`config.mk`:
```
export PLATFORM = sky130hd
export DESIGN_NAME = aap_div
export DESIGN_NICKNAME = d
export VERILOG_FILES = /design/src/sv/aap_div.sv
export SDC_FILE = /design/constraint.sdc
export NUM_CORES = 1
export LEC_CHECK = 0
export BUFFER_PORTS_ARGS = -buffer_cell sky130_fd_sc_hd__buf_2
export CORE_UTILIZATION = 54
export DETAILED_ROUTE_END_ITERATION = 12
export PLACE_DENSITY = 0.78
export SLEW_MARGIN = 20
export SYNTH_ARGS = -nofsm -noshare
export SYNTH_HDL_FRONTEND = slang
export SYNTH_SLANG_ARGS = --single-unit
```
`constraint.sdc`:
```
create_clock -name i_clk -period 3 [get_ports i_clk]
set_input_delay 0.3 -clock i_clk [delete_from_list [all_inputs] [get_ports i_clk]]
set_output_delay 0.3 -clock i_clk [all_outputs]
set_load 0.02 [all_outputs]
```
`src/sv/aap_div.sv`:
```
`default_nettype none
module aap_div #(
    parameter int unsigned NW = 31,
    parameter int unsigned DW = 14
) (
    input  wire               i_clk,
    input  wire               i_rst_n,
    input  wire               i_start,
    input  wire  [NW-1:0]     i_num,
    input  wire  [DW-1:0]     i_den,
    output logic              o_done,
    output logic [NW-1:0]     o_quo
);

    localparam int unsigned CW = $clog2(NW + 1);

    logic [DW-1:0] r_rem;
    logic [DW-1:0] r_den;
    logic [CW-1:0] r_cnt;
    logic          r_busy;
    logic [DW:0]   rem_sh;
    logic [DW:0]   rem_sub;

    // one restoring step per cycle
    always_comb begin
        rem_sh  = {r_rem, o_quo[NW-1]};
        rem_sub = rem_sh - {1'b0, r_den};
    end

    always_ff @(posedge i_clk) begin
        if (!i_rst_n) begin
            r_busy <= 1'b0;
            o_done <= 1'b0;
            r_cnt  <= '0;
        end else begin
            o_done <= 1'b0;
            if (i_start) begin
                r_busy <= 1'b1;
                r_cnt  <= CW'(NW);
                r_rem  <= '0;
                r_den  <= i_den;
                o_quo  <= i_num;
            end else if (r_busy) begin
                if (!rem_sub[DW]) begin
                    r_rem <= rem_sub[DW-1:0];
                    o_quo <= {o_quo[NW-2:0], 1'b1};
                end else begin
                    r_rem <= rem_sh[DW-1:0];
                    o_quo <= {o_quo[NW-2:0], 1'b0};
                end
                r_cnt <= r_cnt - 1'b1;
                if (r_cnt == CW'(1)) begin
                    r_busy <= 1'b0;
                    o_done <= 1'b1;
                end
            end
        end
    end

endmodule
`default_nettype wire

```
==> key figures, run 1 <==
Run status
  – Outcome: completed

Clock network
  – Clock Sinks: 66
  – Hold buffer count at cts: 0
  – CTS tree: yes
  – Skew-Pair Late Insertion Delay: 0.33 ns
  – H-Tree Depth: 3
  – Post-CTS Setup Inserts: 0
  – Post_cts resized: 0
  – Root buffer cell: clkbuf_8
  – Maximum clock path buffer count: 2
  – Reg clk slew, reported paths: roughly 0.080 ns
  – TritonCTS Buffers: 9

Yosys
  – Asr flop ratio synth: 0%
  – #FFs+latches synth: 66
  – Synth warnings: 0
  – Main area contributors after synthesis: edfxtp_1, mux2_2, ha_1
  – Number of synthesized flops with an enable pin: ~60
  – Post-synth top area cell: edfxtp_1
  – Cell variety after synth: 52
  – Syn Inst Count: between 200 and 300
  – Top_reg_cell synth: edfxtp_1
  – Mapped cell area: about 3600 um2
  – Post-synthesis average cell area: between 10 and 15 um2
  – Area fraction of the dominant cell type after synthesis: about half
  – Sequential area share after synthesis: 53.43%
  – Syn nets: 351

Pwr
  – Power per cell area: 601.6 nW/um2
  – Lkg Pwr: 0.001754 uW
  – Total power: about 2600 uW
  – Max IR drop VDD: 359.5 uV

Layout
  – Area growth syn-to-layout: 20.49%
  – Final Cell Area: about 4300 um2
  – Reg area: 1912 um2
  – Fillers: 458
  – Nets: 440
  – Core Util, Final: around two thirds
  – Ant. Diodes: 0
  – Share of layout cells above drive strength 1: between 30% and 40%
  – Area of the multi-input gates: between 1500 and 2000 um2

Worst setup path
  – Max Fanout on Critical Path: 9
  – Max stage delay on crit path: between 0.4 and 0.5 ns
  – Worst-path cell with the longest stage delay: fa_1
  – Critical Path Start Type: flop
  – Req. time, crit path: between 3 and 4 ns
  – Element type at the critical path end: flop
  – Crit path kind: flop to flop
  – CP arrival: around 2.9 ns
  – Crit-path cells: inv_1 > ha_1 > fa_1 > nand2b_1 > a21o_1 > a211oi_4 > mux2_4 > nor2_8 > o31ai_1

Global routing
  – Largest net degree at the start of global routing: 48
  – Grt ovf: 0
  – Gr usage total: around a quarter
  – First-pass GRT wire length: around 13000 um
  – Antenna violations before repair: 0
  – Number of global-route vias before repair: 2644

Die
  – FP Rows: 29
  – Core region area: around 6400 um2
  – Die Span X: 83.41 um
  – Die height: about 83 um
  – Die Area: just under 7000 um2
  – I/O pin total: 80
  – Starting Density: a little under three fifths

Timing
  – Hold Fails Final Rpt: 0
  – Maximum clock frequency: approximately 0.36 GHz
  – Relative slew margins: a little under three fifths
  – RSZ-0062 raised after global routing: false
  – Endpoints failing setup: 0
  – Worst-Margin Slew: between 0.6 and 0.7 ns
  – TNS Setup: 0 ns
  – Clock skew: around 0.011 ns
  – Max-slew violations: 0
  – Fin crit share: between 90% and 100%
  – Post-layout min period: 2.794 ns

Route
  – Routed len/inst: approximately 17 um
  – Initial DRT Pass Iterations: 5
  – Via count: ~2600
  – Initial detailed-routing violation count: around 310
  – Remaining antenna violation count after routing: 0
  – Routed vias/inst: 5.742
  – Residual DRC count: 0
  – Total Wirelength: ~7600 um

Place
  – Buffers on Ports: 79
  – Placement Cell Area: around 4100 um2
  – GPL Wtd Cong: between 0.8 and 0.9
  – Hpwl dp: approximately 5500 um

Flow run
  – Max cap viols: 0

Hold path
  – Worst min path class: input pin to flop
==> path summary, 6_finish.rpt <==
path	startpoint	to	depth (start not counted)	slack (ns)
hold reg to reg	r_cnt[1]$_SDFFE_PN0N_	r_cnt[1]$_SDFFE_PN0N_	2	0.59
hold / removal	i_den[7]	r_den[7]$_DFFE_PP_	1	0.14
setup reg to reg	o_quo[30]$_DFFE_PP_	r_rem[5]$_SDFFCE_PP0P_	9	0.21
setup / recovery	o_quo[30]$_DFFE_PP_	r_rem[5]$_SDFFCE_PP0P_	9	0.21
==> cell usage in the layout, fill, tap and decap left out, types with 4 or more instances in the layout <==
cell and instances:
a211oi_1 6, a21boi_0 6, a21o_1 4, a21oi_1 9, buf_2 79, buf_4 8
clkbuf_8 9, dfxtp_1 7, edfxtp_1 59, ha_1 16, inv_1 20, mux2_2 30
nand2_1 10, nand2b_1 5, nand3_1 5, nand4_1 9, nor2_1 12, nor2b_1 4
nor3_1 5, o21ai_0 13, o31ai_1 7, xnor2_1 6
==> cell type report <==
type / count / area share [%]
Timing Repair Buffer: 87 / 10.56
Multi-Input combinational cell: 191 / 36.07
Tap cell: 77 / 2.234
Sequential cell: 66 / 44.34
Inverter: 20 / 1.741
Clock inverter: 6 / 2.089
Clock buffer: 10 / 2.960
==> registers in the layout, indices dropped and copies added (netlist names) <==
name / flops
o_done: 1
r_den: 14
r_busy: 1
o_quo: 31
r_rem: 14
r_cnt: 5
==> cells by family (layout without fill, tap and decap cells) <==
group | Yosys count | after routing | share of synthesized area [%]
flip-flops | 66 | 66 | 53.43
buffers and inverters | 29 | 123 | 3.147
multiplexers | 33 | 33 | 10.42
adder cells (fa/ha/maj) | 17 | 17 | 6.154
XOR/XNOR | 8 | 8 | 1.958
AND/OR/NAND/NOR | 66 | 66 | 10.91
AO/OA/AOI/OAI | 67 | 67 | 13.99
==> synth_stat cells (all sizes together), types with 3 or more instances <==
cell type  instances
clkbuf             4
inv               20
xnor2              6
nor2b              4
mux2              31
dfxtp              7
o21ai             16
nor4               3
nand2b             5
o21a               3
a21oi             10
a211oi             7
nand2             10
nand4             10
nand3              5
buf                5
nor4b              4
nor2              13
nor3               5
ha                16
o41ai              3
o31ai              7
a21o               4
a21boi             6
edfxtp            59
==> layer usage <==
metal / track usage, % / up-vias / wire length (um)
li1: - / 1287 / -
met1: 31.31 / 1226 / 3377
met2: 37.70 / 102 / 3676
met3: 6.262 / 9 / 497
met4: 7.524 / 0 / 93
met5: 0 / - / 0
==> per-stage QoR <==
stage | setup slack, ns | std cells | hold slack (ns)
2_1_floorplan | 0.3271 | 286 | 0.3989
3_3_place_gp | 0.3395 | 441 | 0.4769
3_5_place_dp | 0.2365 | 441 | 0.4783
4_1_cts | 0.2129 | 457 | 0.1253
5_1_grt | 0.06124 | 457 | 0.1113
6_report | 0.2063 | 457 | 0.1351
==> critical path, delay by kind of cell, from the launching register on <==
family	cells	cell delay, ns
buf+inv	1	0.07
mux	1	0.39
compound gates	3	0.65
flops	1	0.36
simple gates	2	0.41
fa+ha+maj	2	0.64
==> power by group <==
part	total, uW	internal, uW	switching (uW)
Sequential	1140	1100	43.9
Combinational	635	266	369
Clock	815	471	343
Note: power is estimated with default switching activity, not from simulation.
==> inputs of run 2 (changes only) <==
CTS_BUF_LIST = sky130_fd_sc_hd__clkbuf_16   (was default)
==> run 2 against run 1 <==
  * Setup slack got worse by 0.048 ns
  * Maximum frequency decreased by 1.7%
  * Clock skew decreased by 0.0063 ns
  * Combinational power increased by 0.8%
  * Power increased by 12%
  * Routed wire length increased by 2.8%
  * First-iteration DRC count decreased by 9.5%
  * Cell area increased by 2.4%
  * Clock-buffer cell count decreased by 1
  * Die area unchanged
  * Global-route usage increased by 0.74 points
  * Flip-flop and latch count unchanged
  * Critical path type unchanged
  * Critical endpoint unchanged
==> key figures, run 2 (synthesis results as in run 1) <==
Flow run
  – Max cap viols: 0

Route
  – Remaining antenna violation count after routing: 0
  – Initial detailed-routing violation count: 277
  – Routed vias/inst: roughly 6
  – Routed len/inst: between 15 and 20 um
  – Initial DRT Pass Iterations: 4
  – Total Wirelength: slightly below 8000 um
  – Residual DRC count: 0
  – Via count: 2663

Layout
  – Share of layout cells above drive strength 1: approximately two fifths
  – Nets: 440
  – Reg area: 1912 um2
  – Reg with most FFs: o_quo
  – Ant. Diodes: 0
  – Area of the multi-input gates: about 1600 um2
  – Final Cell Area: between 4000 and 5000 um2
  – Core Util, Final: a little under 70%
  – Max reg flops: 31
  – Area growth syn-to-layout: 23.32%
  – Fillers: between 400 and 500
  – Commonest non-fill, non-tap cell in the layout: buf_2
  – Most frequent cells in the layout: buf_2, edfxtp_1, mux2_2
  – Top Registers: o_quo (31), r_den (14), r_rem (14)

Timing
  – Endpoints failing setup: 0
  – Fin crit share: between 90% and 100%
  – RSZ-0062 raised after global routing: false
  – Max-slew violations: 0
  – Final worst slack: between 0.15 and 0.2 ns
  – Relative slew margins: a little under three fifths
  – Worst-Margin Slew: approximately 0.67 ns
  – Maximum clock frequency: ~0.35 GHz
  – Hold Fails Final Rpt: 0
  – Clock skew: 0.005062 ns
  – TNS Setup: 0 ns
  – Post-layout min period: roughly 2.8 ns

Pwr
  – Total power: approximately 2900 uW
  – Lkg Pwr: roughly 0.0018 uW
  – Power per cell area: between 600 and 700 nW/um2
  – Max IR drop VDD: between 400 and 500 uV

Worst setup path
  – Reg2reg setup slack: between 0.15 and 0.2 ns
  – CP arrival: roughly 2.9 ns
  – RR Startpoint: o_quo[30]$_DFFE_PP_
  – Element type at the critical path end: flop
  – FF-to-FF End: r_rem[5]$_SDFFCE_PP0P_
  – Crit-path cells: inv_1 > ha_1 > fa_1 > nand2b_1 > a21o_1 > a211oi_4 > mux2_4 > nor2_8 > o31ai_1
  – Max Fanout on Critical Path: 9
  – Max stage delay on crit path: roughly 0.42 ns
  – Crit path kind: flop to flop
  – Req. time, crit path: 3.05 ns
  – Crit path from: o_quo[30]$_DFFE_PP_
  – Worst setup path end: r_rem[5]$_SDFFCE_PP0P_
  – Critical Path Start Type: flop
  – R2R cell count: 9
  – Worst-path cell with the longest stage delay: fa_1

Clock network
  – CTS tree: yes
  – H-Tree Depth: 3
  – Reg clk slew, reported paths: roughly 0.060 ns
  – TritonCTS Buffers: 9
  – Root buffer cell: clkbuf_16
  – Skew-Pair Late Insertion Delay: between 0.3 and 0.4 ns
  – Clock Sinks: 66
  – Post_cts resized: 0
  – Maximum clock path buffer count: 2
  – Hold buffer count at cts: 0
  – Post-CTS Setup Inserts: 0

Die
  – Die Span X: about 83 um
  – FP Rows: 29
  – Starting Density: 56.03%
  – Core region area: 6386 um2
  – Die Area: 6956 um2
  – I/O pin total: 80
  – Die height: ~83 um

Place
  – Buffers on Ports: 79
  – Post-Place Setup Slack: 0.2365 ns
  – GPL Wtd Cong: 0.8796
  – Hpwl dp: between 5000 and 6000 um
  – Placement Cell Area: 4094 um2

Global routing
  – Antenna violations before repair: 0
  – Largest net degree at the start of global routing: 48
  – First-pass GRT wire length: roughly 13000 um
  – Number of global-route vias before repair: between 2000 and 3000
  – Gr usage total: approximately a quarter
  – Grt ovf: 0

Hold path
  – Worst min path class: input pin to flop
  – Hold path startpoint: i_den[11]

Run status
  – Outcome: completed
[run 2: per-layer routing]
layer | up-vias | wire, um | track usage [%]
li1 | 1291 | - | -
met1 | 1251 | 3368 | 32.31
met2 | 107 | 3813 | 38.23
met3 | 14 | 559 | 6.262
met4 | 0 | 119 | 9.404
met5 | - | 0 | 0
[run 2: critical path, delay by kind of cell, from the launching register on]
family	cells	cell delay (ns)
adder cells (fa/ha/maj)	2	0.66
multiplexers	1	0.39
AND/OR/NAND/NOR	2	0.42
flip-flops	1	0.36
AO/OA/AOI/OAI	3	0.65
buffers and inverters	1	0.08
[run 2: area by class of cell]
class                      count  area share [%]
inverter                      20           1.701
timing repair buffer          87           10.32
tap                           77           2.183
multi-input combinational    191           35.24
clock buffer                   9           5.103
sequential                    66           43.32
clock inverter                 7           2.126
[run 2: stage by stage]
step | hold WS (ns) | std cells
finish | 0.1438 | 457
detailed placement | 0.4783 | 441
CTS | 0.1367 | 457
global route | 0.1323 | 457
floorplan | 0.3989 | 286
global placement | 0.4769 | 441
[run 2: power by group]
group,switching [uW],internal (uW),total (uW),leakage (uW)
clock,382,726,1110,0.000157
combinational,374,267,640,0.00103
sequential,44.0,1100,1150,0.000622
[run 2: worst min path at each step]
stage,end,depth (start not counted)
3_3_place_gp,r_den[2]$_DFFE_PP_,1
3_5_place_dp,r_den[2]$_DFFE_PP_,1
2_1_floorplan,r_den[0]$_DFFE_PP_,0
4_1_cts,r_den[1]$_DFFE_PP_,1
6_report,r_den[11]$_DFFE_PP_,1
5_1_grt,r_den[1]$_DFFE_PP_,1
==> inputs of run 3 (changes only) <==
--- a/config.mk
+++ b/config.mk
@@ -12,3 +12,3 @@
 export PLACE_DENSITY = 0.78
-export SLEW_MARGIN = 20
+export SLEW_MARGIN = 10
 export SYNTH_ARGS = -nofsm -noshare
--- a/constraint.sdc
+++ b/constraint.sdc
@@ -3,2 +3,2 @@
 set_output_delay 0.3 -clock i_clk [all_outputs]
-set_load 0.02 [all_outputs]
+set_load 0.1 [all_outputs]
==> run 3 against run 2 <==
  * Maximum frequency grew 4.1%
  * Global-route usage down 0.68 points
  * Clock-buffer cell count did not move
  * Core utilization shrank 0.39 points
  * Routed wire length is 4.4% lower
  * Largest power group unchanged
==> key figures, run 3 (synthesis results as in run 1) <==
Pwr
  – Lkg Pwr: roughly 0.0018 uW
  – Power per cell area: approximately 670 nW/um2
  – Max IR drop VDD: approximately 460 uV
  – Total power: around 3000 uW

Route
  – Remaining antenna violation count after routing: 0
  – Total Wirelength: 7513 um
  – Via count: approximately 2600
  – Routed vias/inst: just under 6
  – Routed len/inst: about 16 um
  – Initial DRT Pass Iterations: 4
  – Residual DRC count: 0
  – Initial detailed-routing violation count: about 190

Timing
  – Worst-Margin Slew: just over 0.6 ns
  – TNS Setup: 0 ns
  – Max-slew violations: 0
  – Post-layout min period: around 2.7 ns
  – Hold Fails Final Rpt: 0
  – Hold WS: 0.1489 ns
  – Clock skew: slightly below 0.008 ns
  – Endpoints failing setup: 0
  – Relative slew margins: around three fifths
  – Fin crit share: 91.03%
  – RSZ-0062 raised after global routing: false
  – Maximum clock frequency: 0.3662 GHz

Layout
  – Top Registers: o_quo (31), r_den (14), r_rem (14)
  – Commonest non-fill, non-tap cell in the layout: buf_2
  – Share of layout cells above drive strength 1: 38.68%
  – Fillers: 468
  – Max reg flops: 31
  – Nets: between 400 and 500
  – Most frequent cells in the layout: buf_2, edfxtp_1, mux2_2
  – Area growth syn-to-layout: 22.62%
  – Final Cell Area: 4388 um2
  – Reg with most FFs: o_quo
  – Ant. Diodes: 0

Run status
  – Outcome: completed

Clock network
  – Clock Sinks: 66
  – Maximum clock path buffer count: 2
  – Root buffer cell: clkbuf_16
  – CTS tree: yes
  – Skew-Pair Late Insertion Delay: around 0.33 ns
  – Hold buffer count at cts: 0
  – Post-CTS Setup Inserts: 0
  – TritonCTS Buffers: 9
  – H-Tree Depth: 3
  – Reg clk slew, reported paths: ~0.050 ns
  – Post_cts resized: 0

Worst setup path
  – Req. time, crit path: roughly 3.1 ns
  – Worst-path cell with the longest stage delay: mux2i_1
  – Element type at the critical path end: flop
  – Max Fanout on Critical Path: 5
  – Crit-path cells: inv_1 > ha_2 > fa_2 > nand2b_4 > a21o_1 > a211oi_4 > mux2i_1 > nand2_1 > o31ai_1
  – Max stage delay on crit path: roughly 0.35 ns
  – CP arrival: between 2 and 3 ns
  – Crit path kind: flop to flop
  – Delay-heaviest family, CP: compound AO/OA/AOI/OAI gates
  – Critical Path Start Type: flop
  – CP Buf/Inv Count: 1

Flow run
  – Max cap viols: 0

Global routing
  – Gr usage total: a little under a quarter
  – Grt ovf: 0
  – Antenna violations before repair: 0
  – Largest net degree at the start of global routing: between 40 and 50
  – First-pass GRT wire length: 12690 um
  – Number of global-route vias before repair: 2741

Hold path
  – Worst min path class: input pin to flop

Place
  – Buffers on Ports: slightly below 80
  – Placement Cell Area: just over 4000 um2
  – GPL Wtd Cong: around 0.9
  – Hpwl dp: between 5000 and 6000 um

Die
  – Core region area: 6386 um2
  – Die Area: 6956 um2
  – Die Span X: about 83 um
  – Starting Density: 56.03%
  – Die height: approximately 83 um
  – FP Rows: 29
  – I/O pin total: 80
## run 3: path summary, 6_finish.rpt
kind         slack, ns  cells after the start                 from                endpoint
max               0.27                      9  o_quo[30]$_DFFE_PP_  r_rem[0]$_SDFFCE_PP0P_
min               0.15                      1             i_den[5]      r_den[5]$_DFFE_PP_
max reg2reg       0.27                      9  o_quo[30]$_DFFE_PP_  r_rem[0]$_SDFFCE_PP0P_
min reg2reg       0.58                      1  o_quo[28]$_DFFE_PP_     o_quo[29]$_DFFE_PP_
## run 3: per-layer routing
metal	GRT usage [%]	wire [um]
met2	37.26	3557
met4	10.82	195
met1	29.43	3249
met3	7.853	511
met5	0	0
## run 3: layout make-up
class	instances	area (um2)	share of cell area [%]
repair buffers	87	455.4	10.38
multi-input cells	191	1568	35.73
flip-flops and latches	66	1912	43.57
inverters	20	75.07	1.711
clock inverters	7	56.30	1.283
clock buffers	9	225.2	5.133
well taps	77	96.34	2.196
## run 3: stage by stage
| step | util [%] | worst slack (ns) | std cells |
|---|---|---|---|
| 3_3_place_gp | 64.30 | 0.4156 | 441 |
| 5_1_grt | 68.71 | 0.1177 | 457 |
| 2_1_floorplan | - | -0.1705 | 286 |
| 3_5_place_dp | 64.30 | 0.3015 | 441 |
| 4_1_cts | 68.71 | 0.2176 | 457 |
| 6_report | 68.71 | 0.2690 | 457 |
## run 3: power by group
group,internal (uW),switching [uW],leakage [uW]
sequential,1100,40.7,0.000622
clock,628,355,0.000153
combinational,270,541,0.00103
total,2000,936,0.00180
